**src/hdl/imh_ram.sv**
```systemverilog
// Generic simple dual-port RAM with one write port and one registered read port.
module imh_ram #(
	parameter int WIDTH = 8,
	parameter int DEPTH = 16
) (
	input  logic                     clk,
	input  logic                     we,
	input  logic [$clog2(DEPTH)-1:0] waddr,
	input  logic [WIDTH-1:0]         wdata,
	input  logic [$clog2(DEPTH)-1:0] raddr,
	output logic [WIDTH-1:0]         rdata
);

	logic [WIDTH-1:0] mem [DEPTH];

	always_ff @(posedge clk) begin
		if (we) begin
			mem[waddr] <= wdata;
		end
		rdata <= mem[raddr];
	end

endmodule

```
**config.mk**
```make
export PLATFORM = sky130hd
export DESIGN_NAME = imh_ram
export DESIGN_NICKNAME = d
export VERILOG_FILES = /design/src/hdl/imh_ram.sv
export SDC_FILE = /design/constraint.sdc
export NUM_CORES = 1
export LEC_CHECK = 0
export BUFFER_PORTS_ARGS = -buffer_cell sky130_fd_sc_hd__buf_2
export CAP_MARGIN = 15
export CORE_MARGIN = 2
export CORE_UTILIZATION = 65
export DETAILED_ROUTE_END_ITERATION = 8
export PLACE_DENSITY_LB_ADDON = 0.2
export SLEW_MARGIN = 5
export SYNTH_ARGS = -nofsm -noshare
export SYNTH_HDL_FRONTEND = slang
export SYNTH_SLANG_ARGS = --single-unit
```
**constraint.sdc**
```tcl
create_clock -name clk -period 4.05 [get_ports clk]
set_input_delay 0.2025 -clock clk [delete_from_list [all_inputs] [get_ports clk]]
set_output_delay 0.2025 -clock clk [all_outputs]
set_load 0.05 [all_outputs]
```
Yosys cells after proc, flatten, opt, wreduce, memory -nomap -nowiden:

Memories as Yosys holds them, arrays and structs flattened. A register that Yosys moved wholly into a read port is not among the register bits.
Index checks and enable logic that the tools add are counted.

* multiplexer cells: 2

Operators with widths (number)
* 1-bit 2-to-1 mux: 2

* register bits after elaboration: 0
* memory bits (writable): 128
* input bits: 18
* output and inout port bits: 8
* logic and storage cells: 3
* memories kept: 1

Memory list
* mem: depth 16, bits a word 8, read ports 1, clocked after memory_dff 1, write ports 1, line 14 `logic [WIDTH-1:0] mem [DEPTH];`

Longest topological paths before layout:

* depth in word-level cells: 2
* gate-level depth with buffers: 5
* depth with buffers taken out: 3

Worst setup path after synthesis:

OpenSTA, ideal clock, no wires.

* kind: input port to flip-flop
* from: input waddr[2]
* to: memory mem[0][0], enable pin
* setup time: 0.383 ns
* arrival: 1.312 ns
* required time: 3.667 ns
* slack: 2.355 ns
* stages: 2
* path buffers: 0
* cells stage by stage: or3b_2 nor3_1

RTL lines
* start, declared: line 8 `input logic [$clog2(DEPTH)-1:0] waddr,`
* end, declared: line 14

No word-level cell before the write port.

==> metrics.md <==
| Metric | Value |
|---|---|
| Vias in the first global route | `2493` |
| I/O pins | `26` |
| Routed via count | `2476` |
| Endpoints failing setup | `0` |
| Chip Height | `93.0 um` |
| Min-Delay Path Class | `in2reg` |
| I/O Buffers | `25` |
| Arr. time, crit path | `2020 ps` |
| Area delta synth->final | `15.9%` |
| Antenna cells | `0` |
| Mapped cell area | `0.00515 mm2` |
| Status | `completed` |
| CTS resizes | `0` |
| CTS clock-pin slew for the worst setup and hold paths | `60 ps` |
| # clock sinks | `136` |
| Row cnt | `32` |
| Placed instance count | `348` |
| Commonest non-fill, non-tap cell in the layout | `edfxtp_1` |
| Net Count, Synth | `247` |
| Slew @ Worst Pin | `1020 ps` |
| Cts hold-fix bufs | `0` |
| Leak Pwr | `2.00 nW` |
| First-pass GRT wire length | `14800 um` |
| FF+latch count, synth | `136` |
| Slew Limit Fails | `0` |
| Initial Utilization | `0.670` |
| Die area | `0.00865 mm2` |
| DRT Pass-1 Iters | `5` |
| Flop-to-flop setup slack | `2630 ps` |
| Total gr overflow | `0` |
| Placed instance area | `0.00534 mm2` |
| Maxcap violations | `0` |
| Fin. Hold Viols | `0` |
| Tmin final | `1650 ps` |
| Register area share after synthesis | `0.778` |
| Hold EP | `mem[9][4]` |
| Clock Path Buffers | `2` |
| Gpl congestion | `0.774` |
| Latest clock arrival within the worst-skew pair | `510 ps` |
| Power per cell area | `560 mW/mm2` |
| Final Worst Setup Slack | `2400 ps` |
| Dpl ws | `1850 ps` |
| Startpoint Class | `input pin` |
| Max IR drop VDD | `0.594 mV` |
| Hold path startpoint | `wdata[4]` |
| Placeable Area | `0.00769 mm2` |
| Fin Hold WS | `79.2 ps` |
| Reg-to-Reg End | `rdata[6]` |
| Die width | `93.0 um` |
| Slowest CP cell | `buf_2` |
| Clock root buffer | `clkbuf_8` |
| WL final | `9830 um` |
| Yosys cell types | `19` |
| Initial antenna violation count | `0` |
| CTS H-tree depth | `4` |
| Post-DP HPWL | `5770 um` |
| Overall Global Routing Usage | `0.250` |
| Layout cells sized above 1 | `0.284` |
| Post-CTS setup buffers | `0` |
| Cell area after layout | `0.00596 mm2` |
| Synth warnings | `0` |
| Final Cycle Share | `0.407` |
| Clk_skew | `5.92 ps` |
| Post-route setup TNS | `0 ps` |
| Synth Instances | `229` |
| Hold Crit Depth | `1` |
| Crit path max fanout | `32` |
| Initial drt markers | `287` |
| Worst reg2reg path depth | `3` |
| RSZ-0062 raised after global routing | `no` |
| Crit path cell chain | `buf_2 -> mux4_2 -> a22oi_1 -> nand2_1` |
| Largest net degree at the start of global routing | `33` |
| CP Capture Type | `register` |
| Final Non-Filler Cells | `380` |
| R2r startpoint | `mem[10][6]` |
| CTS tree | `built` |
| Required time of the critical path | `4420 ps` |
| CTS Buf Count | `17` |
| Post-route ant nets | `0` |
| Fmax | `606 MHz` |
| Most frequent cells in the layout | `128 x edfxtp_1, 25 x buf_2, 18 x mux4_2` |
| Vias per cell | `6.52` |
| DRC violations left | `0` |
| Final Net Count | `283` |
| Syn_area_per_cell | `22.5 um2` |
| Slew headroom | `0.320` |
| Max incr delay on CP | `760 ps` |
| Routed wire per std cell | `25.9 um` |
| Critical path class | `in2reg` |
[state kept, by name, indices dropped and copies added (netlist names)]
register / count
mem: 128
rdata: 8
[logic make-up (layout without fill, tap and decap cells)]
group / Yosys count / count (layout) / share of synthesized area
flops: 136 / 136 / 0.778
compound gates: 16 / 16 / 0.0233
mux: 32 / 32 / 0.150
simple gates: 35 / 35 / 0.0318
buf+inv: 10 / 59 / 0.0168
[power by group]
group / total, mW / switching, mW / internal (mW)
combinational: 0.168 / 0.112 / 0.0564
clock: 1.59 / 0.567 / 1.02
sequential: 1.59 / 0.0124 / 1.57
total: 3.34 / 0.691 / 2.65
[area by class of cell]
| type | count | area, um2 |
|---|---|---|
| repair buffers | 27 | 140 |
| clock buffers | 18 | 428 |
| well taps | 102 | 128 |
| flip-flops and latches | 136 | 4000 |
| clock inverters | 14 | 198 |
| multi-input cells | 83 | 1070 |
| fillers | 413 | 1720 |
[critical path, delay by kind of cell]
family | cells | cell delay [ps]
mux | 1 | 610
compound gates | 1 | 340
buf+inv | 1 | 760
simple gates | 1 | 100
[routing by layer]
| metal | wire [um] | up-vias | GRT usage |
|---|---|---|---|
| met5 | 0 | - | 0 |
| li1 | - | 1051 | - |
| met3 | 815 | 14 | 0.0508 |
| met4 | 179 | 0 | 0.121 |
| met2 | 4870 | 135 | 0.378 |
| met1 | 3970 | 1276 | 0.361 |
[metrics by stage]
step | power [mW] | utilization
after global placement | 1.78 | 0.694
after detailed placement | 1.78 | 0.694
after global routing | 3.42 | 0.776
final | 3.34 | 0.776
after CTS | 3.35 | 0.776
after floorplan | 1.72 | -
[worst max-delay path by stage]
stage | from | end | slack [ps]
final | raddr[0] | rdata[6] | 2400
after CTS | raddr[0] | rdata[3] | 2390
after floorplan | waddr[2] | mem[0][0] | 2350
after detailed placement | raddr[0] | rdata[3] | 1850
after global placement | waddr[2] | mem[0][0] | 1850
after global routing | raddr[0] | rdata[6] | 2250
[Yosys cell counts (all sizes together)]
library cell	n	area [um2]
nand2	9	33.8
edfxtp	128	3840
and2b	1	7.51
and2	1	6.26
a22oi	16	120
dfxtp	8	160
nor2	13	48.8
or3b	1	8.76
nand3b	2	15.0
nand2b	2	12.5
buf	7	56.3
nand3	1	5.00
nor2b	1	6.26
nor3	4	20.0
clkdlybuf4s25	3	30.0
mux4	32	773
Power figures use the tool's default switching activity.
